==> config.mk <==
export PLATFORM = sky130hd
export DESIGN_NAME = keyword_lexer_byte_stream
export DESIGN_NICKNAME = d
export VERILOG_FILES = /design/src/hdl/kll_pkg.sv /design/src/hdl/kll_core.sv /design/src/hdl/kll_result_fifo.sv /design/src/hdl/keyword_lexer_byte_stream.sv
export SDC_FILE = /design/constraint.sdc
export NUM_CORES = 1
export LEC_CHECK = 0
export ABC_AREA = 1
export ABC_CLOCK_PERIOD_IN_PS = 3600
export BUFFER_PORTS_ARGS = -buffer_cell sky130_fd_sc_hd__buf_2
export CORE_MARGIN = 2
export CORE_UTILIZATION = 57
export CTS_CLUSTER_SIZE = 30
export DETAILED_ROUTE_END_ITERATION = 12
export PLACE_DENSITY = 0.78
export SLEW_MARGIN = 20
export SYNTH_ARGS = -nofsm -noshare
export SYNTH_HDL_FRONTEND = slang
export SYNTH_SLANG_ARGS = --single-unit
==> constraint.sdc <==
create_clock -name clk -period 3.6 [get_ports clk]
set_input_delay 0.72 -clock clk [delete_from_list [all_inputs] [get_ports clk]]
set_output_delay 0.72 -clock clk [all_outputs]
set_load 0.01 [all_outputs]
==> src/hdl/kll_pkg.sv <==
// Shared types, constants and keyword tables for the keyword lexer.
// Used by kll_core, kll_result_fifo and keyword_lexer_byte_stream.
// No dependencies.
`default_nettype none

package kll_pkg;

	localparam int COUNTER_BITS_DEF = 24;
	localparam int FIELD_BITS       = 24;
	localparam int RQ_DEPTH         = 4;
	localparam int RQ_PTR_BITS      = $clog2(RQ_DEPTH);
	localparam int RQ_CNT_BITS      = $clog2(RQ_DEPTH + 1);

	localparam logic [7:0] COMMENT_CHAR_RESET = 8'h3B;
	localparam logic [7:0] CHAR_TAB           = 8'h09;
	localparam logic [7:0] CHAR_NL            = 8'h0A;
	localparam logic [7:0] CHAR_CR            = 8'h0D;
	localparam logic [7:0] CHAR_SPACE         = 8'h20;

	typedef enum logic [3:0] {
		KIND_INVALID = 4'd0,
		KIND_I       = 4'd1,
		KIND_AM      = 4'd2,
		KIND_BORED   = 4'd3,
		KIND_BTW     = 4'd4,
		KIND_BY      = 4'd5,
		KIND_THE     = 4'd6,
		KIND_WAY     = 4'd7,
		KIND_SLEEP   = 4'd8,
		KIND_END     = 4'd9
	} kind_t;

	typedef enum logic [2:0] {
		MODE_IDLE    = 3'd0,
		MODE_COMMENT = 3'd1,
		MODE_MATCH   = 3'd2,
		MODE_AFTER_B = 3'd3,
		MODE_PENDING = 3'd4
	} mode_t;

	typedef struct packed {
		logic [7:0] input_byte;
		logic       end_of_input;
	} in_item_t;

	typedef struct packed {
		logic [3:0]            token_kind;
		logic [FIELD_BITS-1:0] token_line;
		logic [FIELD_BITS-1:0] token_column;
		logic                  last_of_run;
	} out_item_t;

	// Up to two results produced by one request, handed to the result queue.
	typedef struct packed {
		logic [1:0] count;
		out_item_t  first;
		out_item_t  second;
	} res_pair_t;

	// Number of letters that follow the letters that select a keyword.
	function automatic logic [2:0] tail_len(kind_t k);
		logic [2:0] len;
		case (k)
			KIND_AM:    len = 3'd1;
			KIND_BORED: len = 3'd3;
			KIND_BTW:   len = 3'd1;
			KIND_THE:   len = 3'd2;
			KIND_WAY:   len = 3'd2;
			KIND_SLEEP: len = 3'd4;
			default:    len = 3'd0;
		endcase
		return len;
	endfunction

	function automatic logic [7:0] tail_char(kind_t k, logic [2:0] p);
		logic [7:0] c;
		c = 8'h00;
		case (k)
			KIND_AM:    c = "m";
			KIND_BORED: begin
				case (p)
					3'd0:    c = "r";
					3'd1:    c = "e";
					3'd2:    c = "d";
					default: c = 8'h00;
				endcase
			end
			KIND_BTW:   c = "w";
			KIND_THE:   c = (p == 3'd0) ? "h" : "e";
			KIND_WAY:   c = (p == 3'd0) ? "a" : "y";
			KIND_SLEEP: begin
				case (p)
					3'd0:    c = "l";
					3'd1:    c = "e";
					3'd2:    c = "e";
					3'd3:    c = "p";
					default: c = 8'h00;
				endcase
			end
			default:    c = 8'h00;
		endcase
		return c;
	endfunction

endpackage

`default_nettype wire

==> src/hdl/kll_core.sv <==
// Lexer core: input register, scan state, line/column counters and the
// per-request token decision. Depends on kll_pkg.
`default_nettype none

module kll_core #(
	parameter int COUNTER_BITS = kll_pkg::COUNTER_BITS_DEF
) (
	input  wire logic                clk,
	input  wire logic                arst_n,
	input  wire logic                cfg_we,
	input  wire logic [7:0]          cfg_wdata,
	input  wire logic                in_valid,
	output logic                     in_stall,
	input  wire kll_pkg::in_item_t   in_data,
	input  wire logic                room,
	output kll_pkg::res_pair_t       push
);

	localparam int CB = COUNTER_BITS;
	localparam int FW = kll_pkg::FIELD_BITS;
	localparam int EW = (CB > FW) ? CB : FW;
	localparam logic [CB-1:0] CNT_MAX  = {CB{1'b1}};
	localparam logic [CB-1:0] LINE_ONE = CB'(1);
	localparam logic [FW-1:0] COL_ONE  = FW'(1);

	logic                valid_s1;
	kll_pkg::in_item_t   item_s1;
	logic                fire;

	logic [7:0]          cc_q;
	kll_pkg::mode_t      mode_q, mode_d;
	kll_pkg::kind_t      kw_q, kw_d;
	logic [2:0]          pos_q, pos_d;
	logic [CB-1:0]       line_q, line_d;
	logic [CB-1:0]       col_q, col_d;
	logic [CB-1:0]       start_q, start_d;

	logic [7:0]          b;
	logic                is_cmt, is_nl, is_blank, is_tok, is_letter, idle_inv;
	logic                tail_hit;
	logic [2:0]          len;
	logic [CB-1:0]       line_inc, col_inc, col_inc2;
	logic [1:0]          cnt;
	kll_pkg::out_item_t  r0, r1;

	function automatic logic [FW-1:0] to_field(logic [CB-1:0] v);
		logic [EW-1:0] t;
		t = EW'(v);
		return t[FW-1:0];
	endfunction

	function automatic kll_pkg::out_item_t mk(kll_pkg::kind_t k, logic [FW-1:0] ln,
		logic [FW-1:0] cl);
		kll_pkg::out_item_t r;
		r.token_kind   = k;
		r.token_line   = ln;
		r.token_column = cl;
		r.last_of_run  = 1'b0;
		return r;
	endfunction

	// Input register; it advances whenever the result queue can take two results.
	assign fire     = valid_s1 && room;
	assign in_stall = valid_s1 && !room;

	always_ff @(posedge clk or negedge arst_n) begin
		if (!arst_n) begin
			valid_s1 <= 1'b0;
		end else if (in_valid && !in_stall) begin
			valid_s1 <= 1'b1;
		end else if (fire) begin
			valid_s1 <= 1'b0;
		end
	end

	always_ff @(posedge clk) begin
		if (in_valid && !in_stall) begin
			item_s1 <= in_data;
		end
	end

	always_ff @(posedge clk or negedge arst_n) begin
		if (!arst_n) begin
			cc_q <= kll_pkg::COMMENT_CHAR_RESET;
		end else if (cfg_we) begin
			cc_q <= cfg_wdata;
		end
	end

	// Byte classification and counter increments shared by both decision blocks.
	assign b         = item_s1.input_byte;
	assign is_cmt    = (b == cc_q);
	assign is_nl     = (b == kll_pkg::CHAR_NL);
	assign is_blank  = (b == kll_pkg::CHAR_TAB) || (b == kll_pkg::CHAR_CR) ||
	                   (b == kll_pkg::CHAR_SPACE);
	assign is_tok    = !is_blank && !is_nl && !is_cmt;
	assign is_letter = (b == "i") || (b == "a") || (b == "b") || (b == "t") ||
	                   (b == "w") || (b == "s");
	assign idle_inv  = is_tok && !is_letter;
	assign len       = kll_pkg::tail_len(kw_q);
	assign tail_hit  = (pos_q < len) && (b == kll_pkg::tail_char(kw_q, pos_q));
	assign line_inc  = (line_q == CNT_MAX) ? line_q : line_q + LINE_ONE;
	assign col_inc   = (col_q == CNT_MAX) ? col_q : col_q + LINE_ONE;
	assign col_inc2  = (col_inc == CNT_MAX) ? col_inc : col_inc + LINE_ONE;

	// Next state.
	always_comb begin
		logic run_idle;
		run_idle = 1'b0;
		mode_d   = mode_q;
		kw_d     = kw_q;
		pos_d    = pos_q;
		line_d   = line_q;
		col_d    = col_q;
		start_d  = start_q;
		if (item_s1.end_of_input) begin
			mode_d = kll_pkg::MODE_IDLE;
			kw_d   = kll_pkg::KIND_INVALID;
			pos_d  = 3'd0;
			line_d = LINE_ONE;
			col_d  = '0;
		end else begin
			unique case (mode_q)
				kll_pkg::MODE_COMMENT: begin
					if (is_nl) begin
						line_d = line_inc;
						col_d  = '0;
						mode_d = kll_pkg::MODE_IDLE;
					end else begin
						col_d = col_inc;
					end
				end
				kll_pkg::MODE_AFTER_B: begin
					col_d = col_inc;
					pos_d = 3'd0;
					priority if (b == "o") begin
						kw_d   = kll_pkg::KIND_BORED;
						mode_d = kll_pkg::MODE_MATCH;
					end else if (b == "t") begin
						kw_d   = kll_pkg::KIND_BTW;
						mode_d = kll_pkg::MODE_MATCH;
					end else if (b == "y") begin
						kw_d   = kll_pkg::KIND_BY;
						mode_d = kll_pkg::MODE_PENDING;
					end else begin
						mode_d = kll_pkg::MODE_IDLE;
					end
				end
				kll_pkg::MODE_MATCH: begin
					col_d = col_inc;
					if (tail_hit) begin
						pos_d = pos_q + 3'd1;
						if ((pos_q + 3'd1) >= len) begin
							mode_d = kll_pkg::MODE_PENDING;
						end
					end else begin
						mode_d = kll_pkg::MODE_IDLE;
					end
				end
				default: run_idle = 1'b1;
			endcase
			// Between tokens, or after a pending keyword; the keyword itself is decided in the results block below.
			if (run_idle) begin
				mode_d = kll_pkg::MODE_IDLE;
				priority if (is_cmt) begin
					col_d  = col_inc;
					mode_d = kll_pkg::MODE_COMMENT;
				end else if (is_nl) begin
					line_d = line_inc;
					col_d  = '0;
				end else if (is_blank) begin
					col_d = col_inc;
				end else begin
					col_d   = col_inc;
					start_d = col_inc;
					pos_d   = 3'd0;
					priority if (b == "i") begin
						kw_d   = kll_pkg::KIND_I;
						mode_d = kll_pkg::MODE_PENDING;
					end else if (b == "a") begin
						kw_d   = kll_pkg::KIND_AM;
						mode_d = kll_pkg::MODE_MATCH;
					end else if (b == "b") begin
						mode_d = kll_pkg::MODE_AFTER_B;
					end else if (b == "t") begin
						kw_d   = kll_pkg::KIND_THE;
						mode_d = kll_pkg::MODE_MATCH;
					end else if (b == "w") begin
						kw_d   = kll_pkg::KIND_WAY;
						mode_d = kll_pkg::MODE_MATCH;
					end else if (b == "s") begin
						kw_d   = kll_pkg::KIND_SLEEP;
						mode_d = kll_pkg::MODE_MATCH;
					end else begin
						mode_d = kll_pkg::MODE_IDLE;
					end
				end
			end
		end
	end

	// Results.
	always_comb begin
		cnt = 2'd0;
		r0  = mk(kll_pkg::KIND_INVALID, to_field(line_q), to_field(start_q));
		r1  = mk(kll_pkg::KIND_END, to_field(line_q), to_field(col_inc));
		if (item_s1.end_of_input) begin
			unique case (mode_q)
				kll_pkg::MODE_COMMENT: begin
					cnt = 2'd1;
					r0  = mk(kll_pkg::KIND_END, to_field(line_inc), COL_ONE);
				end
				kll_pkg::MODE_MATCH, kll_pkg::MODE_AFTER_B: begin
					cnt = 2'd2;
					r1  = mk(kll_pkg::KIND_END, to_field(line_q), to_field(col_inc2));
				end
				kll_pkg::MODE_PENDING: begin
					cnt = 2'd2;
					r0  = mk(kw_q, to_field(line_q), to_field(start_q));
				end
				default: begin
					cnt = 2'd1;
					r0  = mk(kll_pkg::KIND_END, to_field(line_q), to_field(col_inc));
				end
			endcase
		end else begin
			unique case (mode_q)
				kll_pkg::MODE_COMMENT: cnt = 2'd0;
				kll_pkg::MODE_AFTER_B: begin
					if (!((b == "o") || (b == "t") || (b == "y"))) begin
						cnt = 2'd1;
					end
				end
				kll_pkg::MODE_MATCH: begin
					if (!tail_hit) begin
						cnt = 2'd1;
					end
				end
				kll_pkg::MODE_PENDING: begin
					// The byte after a keyword decides it, then is scanned afresh.
					r0  = mk(is_tok ? kll_pkg::KIND_INVALID : kw_q, to_field(line_q),
					         to_field(start_q));
					cnt = idle_inv ? 2'd2 : 2'd1;
					r1  = mk(kll_pkg::KIND_INVALID, to_field(line_q), to_field(col_inc));
				end
				default: begin
					if (idle_inv) begin
						cnt = 2'd1;
						r0  = mk(kll_pkg::KIND_INVALID, to_field(line_q), to_field(col_inc));
					end
				end
			endcase
		end
		r0.last_of_run = (cnt == 2'd1);
		r1.last_of_run = 1'b1;
	end

	assign push.count  = fire ? cnt : 2'd0;
	assign push.first  = r0;
	assign push.second = r1;

	always_ff @(posedge clk or negedge arst_n) begin
		if (!arst_n) begin
			mode_q <= kll_pkg::MODE_IDLE;
			kw_q   <= kll_pkg::KIND_INVALID;
			pos_q  <= 3'd0;
			line_q <= LINE_ONE;
			col_q  <= '0;
		end else if (fire) begin
			mode_q <= mode_d;
			kw_q   <= kw_d;
			pos_q  <= pos_d;
			line_q <= line_d;
			col_q  <= col_d;
		end
	end

	always_ff @(posedge clk) begin
		if (fire) begin
			start_q <= start_d;
		end
	end

	a_end_clears: assert property (@(posedge clk) disable iff (!arst_n)
		fire && item_s1.end_of_input |=>
			mode_q == kll_pkg::MODE_IDLE && line_q == LINE_ONE && col_q == '0)
		else $error("state not cleared after end request");

	a_match_pos: assert property (@(posedge clk) disable iff (!arst_n)
		mode_q == kll_pkg::MODE_MATCH |-> pos_q < kll_pkg::tail_len(kw_q))
		else $error("match position beyond keyword tail");

	a_pair_cause: assert property (@(posedge clk) disable iff (!arst_n)
		push.count == 2'd2 |->
			item_s1.end_of_input || mode_q == kll_pkg::MODE_PENDING)
		else $error("two results without end or pending keyword");

endmodule

`default_nettype wire

==> src/hdl/kll_result_fifo.sv <==
// Result queue: takes up to two results per cycle, delivers one per cycle while out_stall is low.
// Depends on kll_pkg.
`default_nettype none

module kll_result_fifo (
	input  wire logic                clk,
	input  wire logic                arst_n,
	input  wire kll_pkg::res_pair_t  push,
	output logic                     room,
	output logic                     out_valid,
	input  wire logic                out_stall,
	output kll_pkg::out_item_t       out_data
);

	localparam int PW = kll_pkg::RQ_PTR_BITS;
	localparam int CW = kll_pkg::RQ_CNT_BITS;
	localparam logic [CW-1:0] DEPTH = CW'(kll_pkg::RQ_DEPTH);

	kll_pkg::out_item_t entry_q [kll_pkg::RQ_DEPTH];
	logic [PW-1:0]      wr_ptr_q, rd_ptr_q, wr_ptr_1;
	logic [CW-1:0]      count_q;
	logic               pop;

	assign room      = (count_q <= DEPTH - CW'(2));
	assign out_valid = (count_q != '0);
	assign out_data  = entry_q[rd_ptr_q];
	assign pop       = out_valid && !out_stall;
	assign wr_ptr_1  = wr_ptr_q + PW'(1);

	always_ff @(posedge clk) begin
		if (push.count != 2'd0) begin
			entry_q[wr_ptr_q] <= push.first;
		end
		if (push.count == 2'd2) begin
			entry_q[wr_ptr_1] <= push.second;
		end
	end

	always_ff @(posedge clk or negedge arst_n) begin
		if (!arst_n) begin
			wr_ptr_q <= '0;
			rd_ptr_q <= '0;
			count_q  <= '0;
		end else begin
			wr_ptr_q <= wr_ptr_q + PW'(push.count);
			if (pop) begin
				rd_ptr_q <= rd_ptr_q + PW'(1);
			end
			count_q <= count_q + CW'(push.count) - CW'(pop);
		end
	end

	a_no_overflow: assert property (@(posedge clk) disable iff (!arst_n)
		push.count != 2'd0 |-> count_q <= DEPTH - CW'(2))
		else $error("result queue written without room");

	a_count_bound: assert property (@(posedge clk) disable iff (!arst_n)
		count_q <= DEPTH)
		else $error("result queue count out of range");

endmodule

`default_nettype wire

==> src/hdl/keyword_lexer_byte_stream.sv <==
// Top level of the keyword lexer over a byte stream.
// Instantiates kll_core and kll_result_fifo; depends on kll_pkg.
//
// One request is one source byte or the end marker; the block takes a request
// in every cycle unless it stalls and gives the tokens i, am, bored, btw, by,
// the, way, sleep, INVALID and END with line and start column. A request is
// held in an input register and its zero, one or two tokens are written to a
// four-entry result queue, so the first token of a request passes through both
// before it is offered on the output. The sustained rate is one request per
// cycle while the output keeps pace; the output delivers one token per cycle
// unless stalled, so requests that give two tokens (an end marker after a
// keyword or partial match, or a byte that follows a finished keyword and is
// itself invalid) hold the output longer. The input stalls when the queue holds
// more than two tokens. The comment character register may be written only
// while no request is in flight; after an end marker all scan state and
// counters return to their reset values. Line and column saturate.
`default_nettype none

module keyword_lexer_byte_stream #(
	parameter int COUNTER_BITS = kll_pkg::COUNTER_BITS_DEF
) (
	input  wire logic                clk,
	input  wire logic                arst_n,
	input  wire logic                cfg_we,
	input  wire logic [7:0]          cfg_wdata,
	input  wire logic                in_valid,
	output logic                     in_stall,
	input  wire kll_pkg::in_item_t   in_data,
	output logic                     out_valid,
	input  wire logic                out_stall,
	output kll_pkg::out_item_t       out_data
);

	kll_pkg::res_pair_t push;
	logic               room;

	kll_core #(
		.COUNTER_BITS(COUNTER_BITS)
	) u_core (
		.clk      (clk),
		.arst_n   (arst_n),
		.cfg_we   (cfg_we),
		.cfg_wdata(cfg_wdata),
		.in_valid (in_valid),
		.in_stall (in_stall),
		.in_data  (in_data),
		.room     (room),
		.push     (push)
	);

	kll_result_fifo u_fifo (
		.clk      (clk),
		.arst_n   (arst_n),
		.push     (push),
		.room     (room),
		.out_valid(out_valid),
		.out_stall(out_stall),
		.out_data (out_data)
	);

endmodule

`default_nettype wire
# Word level (Yosys, flattened, before mapping)
# Memories as Yosys holds them, arrays and structs flattened.
# Cells that the tools add are included.
totals:
  ff_bits: 107
  ramBits: 212
  output_inout_bits: 55
  memories: 1
memory_table:
  columns: ["name", "depth", "width", "read_ports", "rd_ports_with_merged_regs", "write_ports", "line_no", "text"]
  rows:
  - ["u_fifo.entry_q", 4, 53, 1, 0, 2, "kll_result_fifo.sv:19", "kll_pkg::out_item_t entry_q [kll_pkg::RQ_DEPTH];"]
classes:
  addsub: 9
  magnitude_cmp: 3
  n_eq_ne: 34
  muxes: 84
  bitwise_logic: 4
  reduce_logical: 39
op_table:
  columns: ["operator", "count"]
  rows:
  - ["24-bit 2-to-1 mux", 13]
  - ["53-bit 2-to-1 mux", 3]
  - ["53-bit case mux with 3 select lines", 1]
  - ["53-bit case mux with 2 select lines", 1]
  - ["24-bit by 1-bit adder with 24-bit output, second input constant", 3]
  - ["24-bit equality test, second input constant", 3]
  - ["4-bit 2-to-1 mux", 17]
  - ["3-bit 2-to-1 mux", 22]
  - ["8-bit by 7-bit equality test with 1-bit output, second input constant", 8]
  - ["25-bit 2-to-1 mux", 2]
  - ["24-bit case mux with 2 select lines", 1]
  - ["8-bit case mux with 6 select lines", 1]
  - ["7-bit case mux with 3 select lines", 2]
  - ["8-bit by 4-bit equality test with 1-bit output, second input constant", 3]
  - ["8-bit equality test", 2]
  - ["3-bit by 2-bit equality test with 1-bit output, second input constant", 4]
  - ["4-bit by 3-bit equality test with 1-bit output, second input constant", 3]
  - ["3-bit case mux with 4 select lines", 1]
  - ["1-bit 2-to-1 mux", 11]
  - ["2-bit 2-to-1 mux", 5]
  - ["1-bit logical OR", 9]
  - ["3-bit case mux with 3 select lines", 1]
  - ["4-bit by 2-bit equality test with 1-bit output, second input constant", 2]
  - ["8-bit by 6-bit equality test with 1-bit output, second input constant", 1]
  - ["31 further kinds", 54]

# Depth between registers and ports, before layout
# Gate-level depths: netlist (run 1).
logic_depth:
  depth_word: 16
  mapped_depth: 24
  mapped_depth_nobuf: 23

# Cells and area by module
# From an unflattened synthesis (run 1), not the netlist that was laid out.
unflattened:
  cells_unflattened: 2693
  area_unflattened_um2: 19862.8
by_module_without_submodules:
  columns: ["mod", "instances", "cells_per_inst", "area_per_inst_um2", "seq_area_each_um2"]
  rows:
  - ["kll_result_fifo", 1, 1435, 11674.9, 6541.3]
  - ["kll_core", 1, 1258, 8187.9, 2675.1]

# Least setup slack after synthesis (run 1)
# No wires, ideal clock.
synth_path:
  path_kind: "register to register"
  start: "register u_core.kw_q[0]"
  end: "memory u_fifo.entry_q[0][10] (netlist name) (enable)"
  arrival_ps: 3263
  required_time_ps: 3003
  path_slack_ps: -260
  path_stages_with_launch: 20
  path_buffers: 1
  synth_period_minus_slack_ps: 3860
  cell_sequence: "dfrtp_1 nor2_1 nand2_1 ha_1 or2_2 a21oi_1 nand2_1 nor2_1 nand2_1 nor2_1 nand3_1 nand2_1 nand2_1 nand2_1 nand2_1 nand2_1 nand2_2 nand2_1 buf_2 nand2_1"
synth_lines:
  columns: ["item", "line_no", "text"]
  rows:
  - ["from (decl)", "kll_core.sv:32", "kll_pkg::kind_t kw_q, kw_d;"]
  - ["from (signal assigned)", "kll_core.sv:265", "kw_q <= kll_pkg::KIND_INVALID;"]
  - ["from (signal assigned)", "kll_core.sv:271", "kw_q <= kw_d;"]
  - ["to (decl)", "kll_result_fifo.sv:19", null]

==> key figures, run 1 <==
CTS
  • Register clock-pin slew on the reported worst setup and hold paths: 0.06 ns
  • Clock root cell: clkbuf_16
  • Buffer depth of the longest clock path: 3
  • Number of setup buffers added after CTS: 0
  • Number of buffers created by CTS: 36
  • Sinks on Clock Net: 319
  • Number of H-tree levels: 2
  • Clock latency at the later pin of the worst-skew pair: 0.53 ns
  • CTS tree: built

Synth
  • Ys flop type: edfxtp_1
  • Netlist area before placement: 0.0181 mm^2
  • Synthesized area divided by synthesized cell count: 8.10 um^2
  • EDFF count, synth: 233
  • FF+latch count, synth: 319
  • Portion of the post-synthesis area used by sequential elements: 50.3%
  • Total nets after synthesis: 2275
  • FFs w/ async S/R, synth: 23.2%
  • Instance count of the mapped netlist: 2234
  • Count of distinct cell types in the synthesized netlist: 47
  • Warnings from Yosys: 0

Power
  • Areal power density over the cells: 712 mW/mm^2
  • Total power: 14.6 mW
  • Worst-case vdd ir drop: 0.789 mV
  • Leak: 8.21 nW

Timing
  • Final total negative setup slack: 0 ns
  • Number of setup violations in the final report: 0
  • Hold slack final: 0.240 ns
  • Number of pins exceeding their max-slew limit in the final report: 0
  • Crit share post-route: 93.5%
  • Maximum clock frequency: 0.297 GHz
  • Smallest setup slack after layout: 0.234 ns
  • Worst slew margin relative to its limit: 42.2%
  • Post-route clock skew: 0.0185 ns
  • Transition at the pin with the smallest max-transition slack: 0.865 ns
  • Final hold violation count: 0
  • Crit path time final: 3.37 ns

Detailed routing
  • Antenna Violating Nets Remaining: 0
  • Number of vias after detailed routing: 17200
  • Wire length per cell: 20.5 um
  • Sum of routed wire length over all layers: 56.3 mm
  • Number of detailed-route iterations in the first pass: 6
  • Detailed Route Iter0 Violations: 2327
  • Per-cell via count in the routed design: 6.24
  • Remaining design rule violation count: 0

Floorplanning
  • Site row count: 65
  • Initial core utilization: 57.7%
  • DIE WIDTH: 182 um
  • Core area: 0.0314 mm^2
  • Die footprint: 0.0332 mm^2
  • Die height: 182 um
  • I/O pins: 77

Layout
  • Fin area: 0.0204 mm^2
  • Commonest non-fill, non-tap cells in the layout: nand2_1, nor2_1, edfxtp_1
  • Final core utilization: 65.1%
  • Final #Nets: 2364
  • Combined area of the multi-input logic cells: 0.00788 mm^2
  • Filler cell count in the final layout: 2529
  • Most common cell after layout, fill and taps aside: nand2_1
  • Area Growth Syn to Fin: 12.9%
  • Final Non-Filler Cells: 2752
  • Sequential cell area: 0.00910 mm^2
  • Fraction of final layout cells with drive strength greater than 1: 11.7%

Global route
  • Global route overflow: 0
  • Total GRT Usage: 33.6%
  • Vias in the first global route: 16000
  • Number of antenna violations at the first check in global routing: 0
  • Wire length of the first global-routing pass: 87.5 mm
  • Largest net degree at the start of global routing: 75

Critical path
  • CP endpoint kind: register
  • Worst EP arrival: 3.63 ns
  • Biggest fanout along the worst timing path: 25
  • Combined buffer and inverter count along the critical path: 3
  • Maximum cell stage delay along the critical path: 0.43 ns
  • Critical Path Start Type: register
  • Cell class contributing the biggest share of worst-path delay: simple AND/OR/NAND/NOR gates
  • Chain of cells forming the critical path: inv_1, nor2_1, nand2_1, ha_1, or2_2, a21oi_1, nand2_1, nor2_1, nand2_1, nor2_1, nand3_1, nand2_1, nand2_1, nand2_1, nand2_1, nand2_1, nand2_4, nand2_1, buf_12, nand2_2, clkbuf_16
  • Slowest stage cell on the critical path: dfrtp_2
  • Critical path class: register to register
  • CP required: 3.86 ns
  • CP dominant cell by count: nand2_1

Placed design
  • Post-placement cell count: 2684
  • Count of buffers inserted at the top-level ports: 76
  • Global placer's final weighted congestion: 0.984
  • HPWL reported at the end of detailed placement: 37.7 mm
  • Post-Place Setup Slack: -0.0837 ns
  • Cell area after placement: 0.0193 mm^2

Outcome
  • Outcome: completed

Worst hold path
  • Kind of path behind the tightest hold check: input port to async pin

Flow run
  • Max-cap violations: 0
[path summary, 6_finish.rpt]
kind | startpoint | endpoint | slack, ns | depth (start not counted)
setup / recovery | u_core.kw_q[3] | u_fifo.entry_q[0][28] | 0.23 | 21
hold / removal | arst_n | u_core.line_q[10] | 0.24 | 1
setup reg to reg | u_core.kw_q[3] | u_fifo.entry_q[0][28] | 0.23 | 21
hold reg to reg | u_fifo.entry_q[3][0] | u_fifo.entry_q[3][0] | 0.47 | 2
max in group asynchronous | arst_n | u_core.kw_q[1] | 2.79 | 1
min in group clk | in_data[8] | u_core.b[7] | 0.37 | 1
[sequential cells by signal (all words and copies together), names as in the netlist]
register / cells
u_core.b: 8
u_core.cc_q: 8
u_core.col_q: 24
u_core.item_s1: 1
u_core.kw_q: 4
u_core.line_q: 24
u_core.mode_q: 3
u_core.pos_q: 3
u_core.start_q: 24
u_core.valid_s1: 1
u_fifo.count_q: 3
u_fifo.entry_q: 212
u_fifo.rd_ptr_q: 2
u_fifo.wr_ptr_q: 2
[where the power goes]
group	switching, mW	leakage, nW	internal (mW)	total, mW
Sequential	0.363	3.15	4.89	5.25
Clock	1.46	0.519	1.94	3.40
Combinational	4.15	4.54	1.76	5.91
[synthesized netlist by cell type (all sizes together) (5+ instances only)]
| cell | number | area (um^2) |
|---|---|---|
| nor2 | 280 | 1070 |
| clkbuf | 80 | 300 |
| inv | 178 | 668 |
| o22ai | 112 | 701 |
| nand4 | 35 | 219 |
| or2 | 5 | 31.3 |
| edfxtp | 233 | 7000 |
| dfrtp | 68 | 1700 |
| dfxtp | 12 | 240 |
| a22oi | 24 | 180 |
| nand2 | 489 | 1870 |
| nor3 | 27 | 156 |
| xor2 | 28 | 245 |
| a21boi | 9 | 67.6 |
| a21oi | 127 | 639 |
| nand3 | 206 | 1060 |
| o21ai | 234 | 1170 |
| dfstp | 6 | 158 |
| ha | 18 | 225 |
| buf | 37 | 209 |
[cell families (layout without fill, tap and decap cells)]
logic type | count (synthesis) | in the layout | synth area share, %
compound gates | 518 | 518 | 15.7
other cells | 0 | 1 | 0
xor+xnor | 32 | 32 | 1.55
mux | 1 | 1 | 0.0622
simple gates | 1047 | 1049 | 24.5
buf+inv | 298 | 411 | 6.57
flops | 319 | 319 | 50.3
fa+ha+maj | 19 | 19 | 1.35
[metal layers]
| metal | routed length (um) | vias to the layer above | GRT usage, % |
|---|---|---|---|
| met3 | 7510 | 157 | 8.46 |
| met2 | 24800 | 1196 | 51.5 |
| met5 | 0 | - | 0 |
| met4 | 1490 | 0 | 9.55 |
| li1 | - | 7899 | - |
| met1 | 22500 | 7932 | 47.6 |
[repair_timing]
action,in CTS,in global routing
gates cloned,0,3
hold buffers,0,0
resized for setup,1,11
setup endpoints to repair,17,335
endpoints found under the hold margin,0,0
pin swaps,0,2
[final cells by class]
cell class                      count  share of cell area [%]
Timing Repair Buffer              166                    5.89
Clock inverter                     16                   0.533
Clock buffer                       48                    4.68
Multi-Input combinational cell   1619                    38.6
Antenna cell                        1                  0.0122
Sequential cell                   319                    44.5
Inverter                          181                    3.32
Tap cell                          402                    2.46
Note: power is estimated with default switching activity, not from simulation.
==> run 2, diff against run 1 <==
--- a/config.mk
+++ b/config.mk
@@ -5,14 +5,13 @@
 export SDC_FILE = /design/constraint.sdc
 export NUM_CORES = 1
 export LEC_CHECK = 0
-export ABC_AREA = 1
 export ABC_CLOCK_PERIOD_IN_PS = 3600
 export BUFFER_PORTS_ARGS = -buffer_cell sky130_fd_sc_hd__buf_2
 export CORE_MARGIN = 2
-export CORE_UTILIZATION = 57
+export CORE_UTILIZATION = 56
 export CTS_CLUSTER_SIZE = 30
 export DETAILED_ROUTE_END_ITERATION = 12
-export PLACE_DENSITY = 0.78
+export PLACE_DENSITY = 0.76
 export SLEW_MARGIN = 20
 export SYNTH_ARGS = -nofsm -noshare
 export SYNTH_HDL_FRONTEND = slang
==> key figures, run 2 <==
Floorplanning
  • Initial core utilization: 57.1%
  • Die height: 181 um
  • Core area: 0.0307 mm^2
  • Die footprint: 0.0328 mm^2
  • Site row count: 64
  • DIE WIDTH: 181 um
  • I/O pins: 77

Timing
  • Number of setup violations in the final report: 2
  • Worst slew margin relative to its limit: 42.6%
  • Final hold violation count: 0
  • Post-route clock skew: 0.0212 ns
  • Maximum clock frequency: 0.275 GHz
  • Smallest setup slack after layout: -0.0426 ns
  • Crit share post-route: 101%
  • RSZ-0062 raised after global routing: true
  • Number of pins exceeding their max-slew limit in the final report: 0
  • Crit path time final: 3.64 ns
  • Transition at the pin with the smallest max-transition slack: 0.859 ns

Layout
  • Final #Nets: 1773
  • Most common cell after layout, fill and taps aside: edfxtp_1
  • Register with the highest flop count: u_fifo.entry_q
  • Fraction of final layout cells with drive strength greater than 1: 24.0%
  • Flip-flop count of the largest register, all copies and words added: 212
  • Final Non-Filler Cells: 2155
  • Number of diodes added for antenna fixing: 0
  • Commonest non-fill, non-tap cells in the layout: edfxtp_1, nor2_1, nand2_1
  • Area Growth Syn to Fin: 16.8%

Critical path
  • CP required: 3.84 ns
  • Maximum cell stage delay along the critical path: 0.46 ns
  • Worst EP arrival: 3.88 ns
  • Start point of the critical path: u_core.col_q[1]
  • Slowest stage cell on the critical path: or4_4
  • Terminus of the critical flop-to-flop path: u_fifo.entry_q[1][23]
  • Origin of the critical flop-to-flop path: u_core.col_q[1]
  • Chain of cells forming the critical path: ha_2, nand4_1, or4_4, nor2_4, xnor2_4, ha_4, nand2_2, o21a_2, or3_4, a2111oi_4, nand3_2, xnor2_4, o22ai_1
  • Critical path class: register to register
  • Critical Path Start Type: register
  • Number of cells on the worst reg-to-reg path: 13
  • Biggest fanout along the worst timing path: 4
  • CP endpoint kind: register
  • CP dominant cell by count: xnor2_4
  • Slack of the worst reg-to-reg path: -0.04 ns

Outcome
  • Outcome: finished, violations left
  • Violations in the final reports: setup timing

Synth
  • Top post-synthesis cells by count: edfxtp_1, nor2_1, nand2_1, o21ai_0, o22ai_1
  • Ys flop type: edfxtp_1
  • Largest area contributor in the netlist: edfxtp_1
  • Share of Yosys cell area claimed by the top area cell type: 39.8%
  • Portion of the post-synthesis area used by sequential elements: 51.8%
  • Instance count of the mapped netlist: 1604
  • FF+latch count, synth: 319
  • Leading post-synthesis cells by cell area: edfxtp_1, dfrtp_1, mux4_2
  • FFs w/ async S/R, synth: 23.2%
  • Count of distinct cell types in the synthesized netlist: 96
  • Warnings from Yosys: 0
  • Netlist area before placement: 0.0176 mm^2
  • Library cell with the highest instance count after synthesis: edfxtp_1
  • Total nets after synthesis: 1645
  • Synthesized area divided by synthesized cell count: 11.0 um^2
  • EDFF count, synth: 233

CTS
  • Number of H-tree levels: 2
  • Clock root cell: clkbuf_16
  • Sinks on Clock Net: 319
  • Count of hold-fix buffers inserted at cts: 0
  • Clock latency at the later pin of the worst-skew pair: 0.53 ns
  • CTS tree: built
  • Number of buffers created by CTS: 35
  • Register clock-pin slew on the reported worst setup and hold paths: 0.06 ns
  • Buffer depth of the longest clock path: 3

Detailed routing
  • Sum of routed wire length over all layers: 49.8 mm
  • Wire length per cell: 23.1 um
  • Per-cell via count in the routed design: 6.67
  • Antenna Violating Nets Remaining: 0
  • Number of detailed-route iterations in the first pass: 6
  • Remaining design rule violation count: 0
  • Number of vias after detailed routing: 14400
  • Detailed Route Iter0 Violations: 2001

Global route
  • Number of antenna violations at the first check in global routing: 0
  • Largest net degree at the start of global routing: 39
  • Total GRT Usage: 29.3%
  • Vias in the first global route: 13900
  • Wire length of the first global-routing pass: 76.2 mm
  • Global route overflow: 0

Power
  • Total power: 15.2 mW
  • Worst-case vdd ir drop: 0.437 mV
  • Leak: 7.30 nW
  • Areal power density over the cells: 740 mW/mm^2

Placed design
  • HPWL reported at the end of detailed placement: 32.4 mm
  • Post-placement cell count: 2077
  • Global placer's final weighted congestion: 0.936
  • Count of buffers inserted at the top-level ports: 76

Flow run
  • Max-cap violations: 0

Worst hold path
  • Kind of path behind the tightest hold check: input port to async pin
[run 2: cell count changes in the layout (fill, tap and decap cells not counted), sizes merged, moves of 18 or more]
cell,change
a21oi,-86
a221oi,+20
a22o,+21
and2,+19
buf,+46
inv,-134
mux4,+53
nand2,-354
nand3,-162
nor2,-125
o21ai,-111
o31ai,+18
xnor2,+48
[run 2: layout make-up]
| cell class | instances | area [um^2] |
|---|---|---|
| clock inverters | 17 | 179 |
| fillers | 2281 | 10200 |
| multi-input cells | 1118 | 8100 |
| inverters | 45 | 176 |
| repair buffers | 213 | 1560 |
| well taps | 396 | 495 |
| flip-flops and latches | 319 | 9100 |
| clock buffers | 47 | 921 |
[run 2: how the worst max path moves through the flow]
stage                       endpoint  slack [ns]  cells after the start
2_1_floorplan  u_fifo.entry_q[1][23]       -0.17                     15
3_3_place_gp   u_fifo.entry_q[1][23]        0.14                     13
3_5_place_dp       u_fifo.count_q[2]      -0.006                     15
4_1_cts            u_fifo.count_q[2]        0.03                     15
5_1_grt        u_fifo.entry_q[1][23]       -0.21                     13
6_report       u_fifo.entry_q[1][23]       -0.04                     13
[run 2: cell families (layout without fill, tap and decap cells)]
kind of cell	after synthesis	count (layout)	synth area share (%)
DFF	319	319	51.8
adders and majority gates	19	19	1.40
AOI/OAI and AO/OA	422	422	15.8
and+or+nand+nor	535	535	15.5
buffers and inverters	167	322	3.71
xor gates and xnor gates	71	71	3.88
muxes	71	71	7.95
[run 2: worst max-delay path: cells and delay by family (launching register included)]
family          cells  cell delay, ns
compound gates      3            0.80
xor+xnor            2            0.41
fa+ha+maj           2            0.36
simple gates        6            1.44
flops               1            0.35
[run 2: report_power, final]
part	internal [mW]	switching, mW	total (mW)
Clock	1.98	1.53	3.52
Combinational	2.37	3.78	6.15
Sequential	5.09	0.442	5.53
Total	9.44	5.76	15.2
[run 2: routing by layer]
| layer | up-vias | GRT usage [%] | wire length, um | part of all wire, % |
|---|---|---|---|---|
| met3 | 154 | 3.83 | 4180 | 8.4 |
| met5 | - | 0 | 0 | 0 |
| li1 | 6383 | - | - | - |
| met4 | 0 | 11.5 | 1950 | 3.9 |
| met1 | 6999 | 39.0 | 19200 | 39 |
| met2 | 841 | 49.3 | 24400 | 49 |
[run 2: what timing repair did]
item	in CTS	in global routing
hold endpoints to repair	0	0
pin swaps	0	22
setup buffers	0	10
gates cloned	0	4
setup endpoints to repair	1	152
resized for setup	1	45
[run 2: stage by stage]
stage | hold WS, ns | TNS [ns] | utilization (%) | worst slack (ns) | area, um^2
2_1_floorplan | 0.424 | -1.39 | - | -0.171 | 17700
3_3_place_gp | 0.444 | 0 | 62.0 | 0.138 | 19100
3_5_place_dp | 0.454 | -0.00646 | 62.0 | -0.00646 | 19100
4_1_cts | 0.181 | 0 | 65.6 | 0.0268 | 20200
5_1_grt | 0.199 | -1.93 | 66.8 | -0.205 | 20500
6_report | 0.165 | -0.0438 | 66.8 | -0.0426 | 20500
==> run 3, diff against run 2 <==
--- a/config.mk
+++ b/config.mk
@@ -7,7 +7,8 @@
 export LEC_CHECK = 0
 export ABC_CLOCK_PERIOD_IN_PS = 3600
 export BUFFER_PORTS_ARGS = -buffer_cell sky130_fd_sc_hd__buf_2
-export CORE_MARGIN = 2
+export CORE_ASPECT_RATIO = 0.7
+export CORE_MARGIN = 4
 export CORE_UTILIZATION = 56
 export CTS_CLUSTER_SIZE = 30
 export DETAILED_ROUTE_END_ITERATION = 12
==> key figures, run 3 (synthesis gave the netlist of run 2 again) <==
Outcome
  • Outcome: completed

CTS
  • CTS tree: built
  • Number of buffers created by CTS: 30
  • Register clock-pin slew on the reported worst setup and hold paths: 0.07 ns
  • Clock latency at the later pin of the worst-skew pair: 0.59 ns
  • Clock root cell: clkbuf_16
  • Buffer depth of the longest clock path: 3
  • Sinks on Clock Net: 319
  • Number of H-tree levels: 1

Timing
  • Number of pins exceeding their max-slew limit in the final report: 0
  • Final hold violation count: 0
  • Transition at the pin with the smallest max-transition slack: 0.923 ns
  • Crit path time final: 3.44 ns
  • Post-route clock skew: 0.0236 ns
  • Maximum clock frequency: 0.291 GHz
  • Number of setup violations in the final report: 0
  • Crit share post-route: 95.4%
  • Worst slew margin relative to its limit: 38.4%
  • Smallest setup slack after layout: 0.165 ns
  • RSZ-0062 raised after global routing: true
  • Final total negative setup slack: 0 ns

Detailed routing
  • Wire length per cell: 22.9 um
  • Detailed Route Iter0 Violations: 1929
  • Number of detailed-route iterations in the first pass: 6
  • Sum of routed wire length over all layers: 49.5 mm
  • Per-cell via count in the routed design: 6.64
  • Remaining design rule violation count: 0
  • Antenna Violating Nets Remaining: 0
  • Number of vias after detailed routing: 14400

Power
  • Worst-case vdd ir drop: 0.600 mV
  • Total power: 15.1 mW
  • Areal power density over the cells: 738 mW/mm^2
  • Leak: 7.21 nW

Layout
  • Fin area: 0.0204 mm^2
  • Commonest non-fill, non-tap cells in the layout: edfxtp_1, nor2_1, nand2_1
  • Flip-flop count of the largest register, all copies and words added: 212
  • Fraction of final layout cells with drive strength greater than 1: 23.7%
  • Most common cell after layout, fill and taps aside: edfxtp_1
  • Area Growth Syn to Fin: 16.3%
  • Final #Nets: 1771
  • Number of diodes added for antenna fixing: 0
  • Final Non-Filler Cells: 2166
  • Register with the highest flop count: u_fifo.entry_q

Global route
  • Met1 Usage GRT: 43.3%
  • Vias in the first global route: 13800
  • GR met3 Demand/Resource: 6.79%
  • Wire length of the first global-routing pass: 78.0 mm
  • Global route overflow: 0
  • Largest net degree at the start of global routing: 75
  • Number of antenna violations at the first check in global routing: 0
  • Total GRT Usage: 28.8%
  • Most crowded layer after global routing: met1
  • Met2 global-route usage: 42.6%

Critical path
  • Capturing element of the worst setup path: u_fifo.entry_q[3][19]
  • Worst EP arrival: 3.74 ns
  • Slack of the worst reg-to-reg path: 0.16 ns
  • Critical Path Start Type: register
  • Start point of the critical path: u_core.col_q[14]
  • Origin of the critical flop-to-flop path: u_core.col_q[14]
  • CP endpoint kind: register
  • Terminus of the critical flop-to-flop path: u_fifo.entry_q[3][19]
  • Biggest fanout along the worst timing path: 6
  • CP required: 3.90 ns
  • Critical path class: register to register
  • Number of cells on the worst reg-to-reg path: 13

Floorplanning
  • Die height: 156 um
  • Core area: 0.0304 mm^2
  • I/O pins: 77
  • DIE WIDTH: 220 um
  • Initial core utilization: 57.7%
  • Site row count: 53
  • Die footprint: 0.0343 mm^2

Flow run
  • Max-cap violations: 0

Placed design
  • Post-Place Setup Slack: 0.00410 ns
  • Count of buffers inserted at the top-level ports: 76
  • HPWL reported at the end of detailed placement: 33.5 mm
  • Global placer's final weighted congestion: 0.967
  • Post-placement cell count: 2101
  • Cell area after placement: 0.0192 mm^2

Worst hold path
  • Kind of path behind the tightest hold check: input port to async pin
[run 3: routing by layer]
metal	wire length (um)	up-vias
li1	-	6373
met1	20500	6987
met2	21800	916
met3	5920	107
met4	1340	0
met5	0	-
[run 3: per-stage QoR]
step | util, % | hold slack, ns
2_1_floorplan | - | 0.424
3_3_place_gp | 63.1 | 0.445
3_5_place_dp | 63.1 | 0.456
4_1_cts | 66.5 | 0.301
5_1_grt | 67.2 | 0.236
6_report | 67.2 | 0.188
[run 3: area by class of cell]
cell class | count | area, um^2
fillers | 2209 | 10000
multi-input cells | 1118 | 8020
clock buffers | 39 | 815
flip-flops and latches | 319 | 9100
well taps | 412 | 515
clock inverters | 17 | 206
inverters | 45 | 176
repair buffers | 216 | 1600
[run 3: worst max-delay path, cell delays in order, from the launching register on]
cell       delay (ns)
dfrtp_1          0.36
nand3_1          0.13
or4_4            0.60
buf_6            0.17
buf_4            0.14
o31a_1           0.30
o21ai_2          0.18
nor4_4           0.07
buf_4            0.17
a2111oi_4        0.38
buf_4            0.19
nand2_1          0.08
xnor2_2          0.25
o22ai_1          0.13
[run 3: timing repair]
| action | CTS | global route |
|---|---|---|
| pin swaps | 0 | 6 |
| buffers inserted | 0 | 9 |
| hold buffers | 0 | 0 |
| setup endpoints to repair | 1 | 214 |
| gates resized for setup | 2 | 28 |
[run 3: report_power, final]
part	switching, mW	internal [mW]
Sequential	0.485	5.09
Clock	1.42	1.89
Combinational	3.84	2.36
[run 3: how the worst min path moves through the flow]
stage                                startpoint                     to  slack [ns]  depth (start not counted)
after floorplan                          arst_n         u_core.cc_q[2]        0.42                          0
after global placement     u_fifo.entry_q[3][0]   u_fifo.entry_q[3][0]        0.44                          1
after detailed placement  u_fifo.entry_q[2][51]  u_fifo.entry_q[2][51]        0.46                          2
after CTS                            in_data[2]            u_core.b[1]        0.30                          1
after global routing                     arst_n       u_core.line_q[8]        0.24                          1
final                                    arst_n       u_core.line_q[8]        0.19                          1
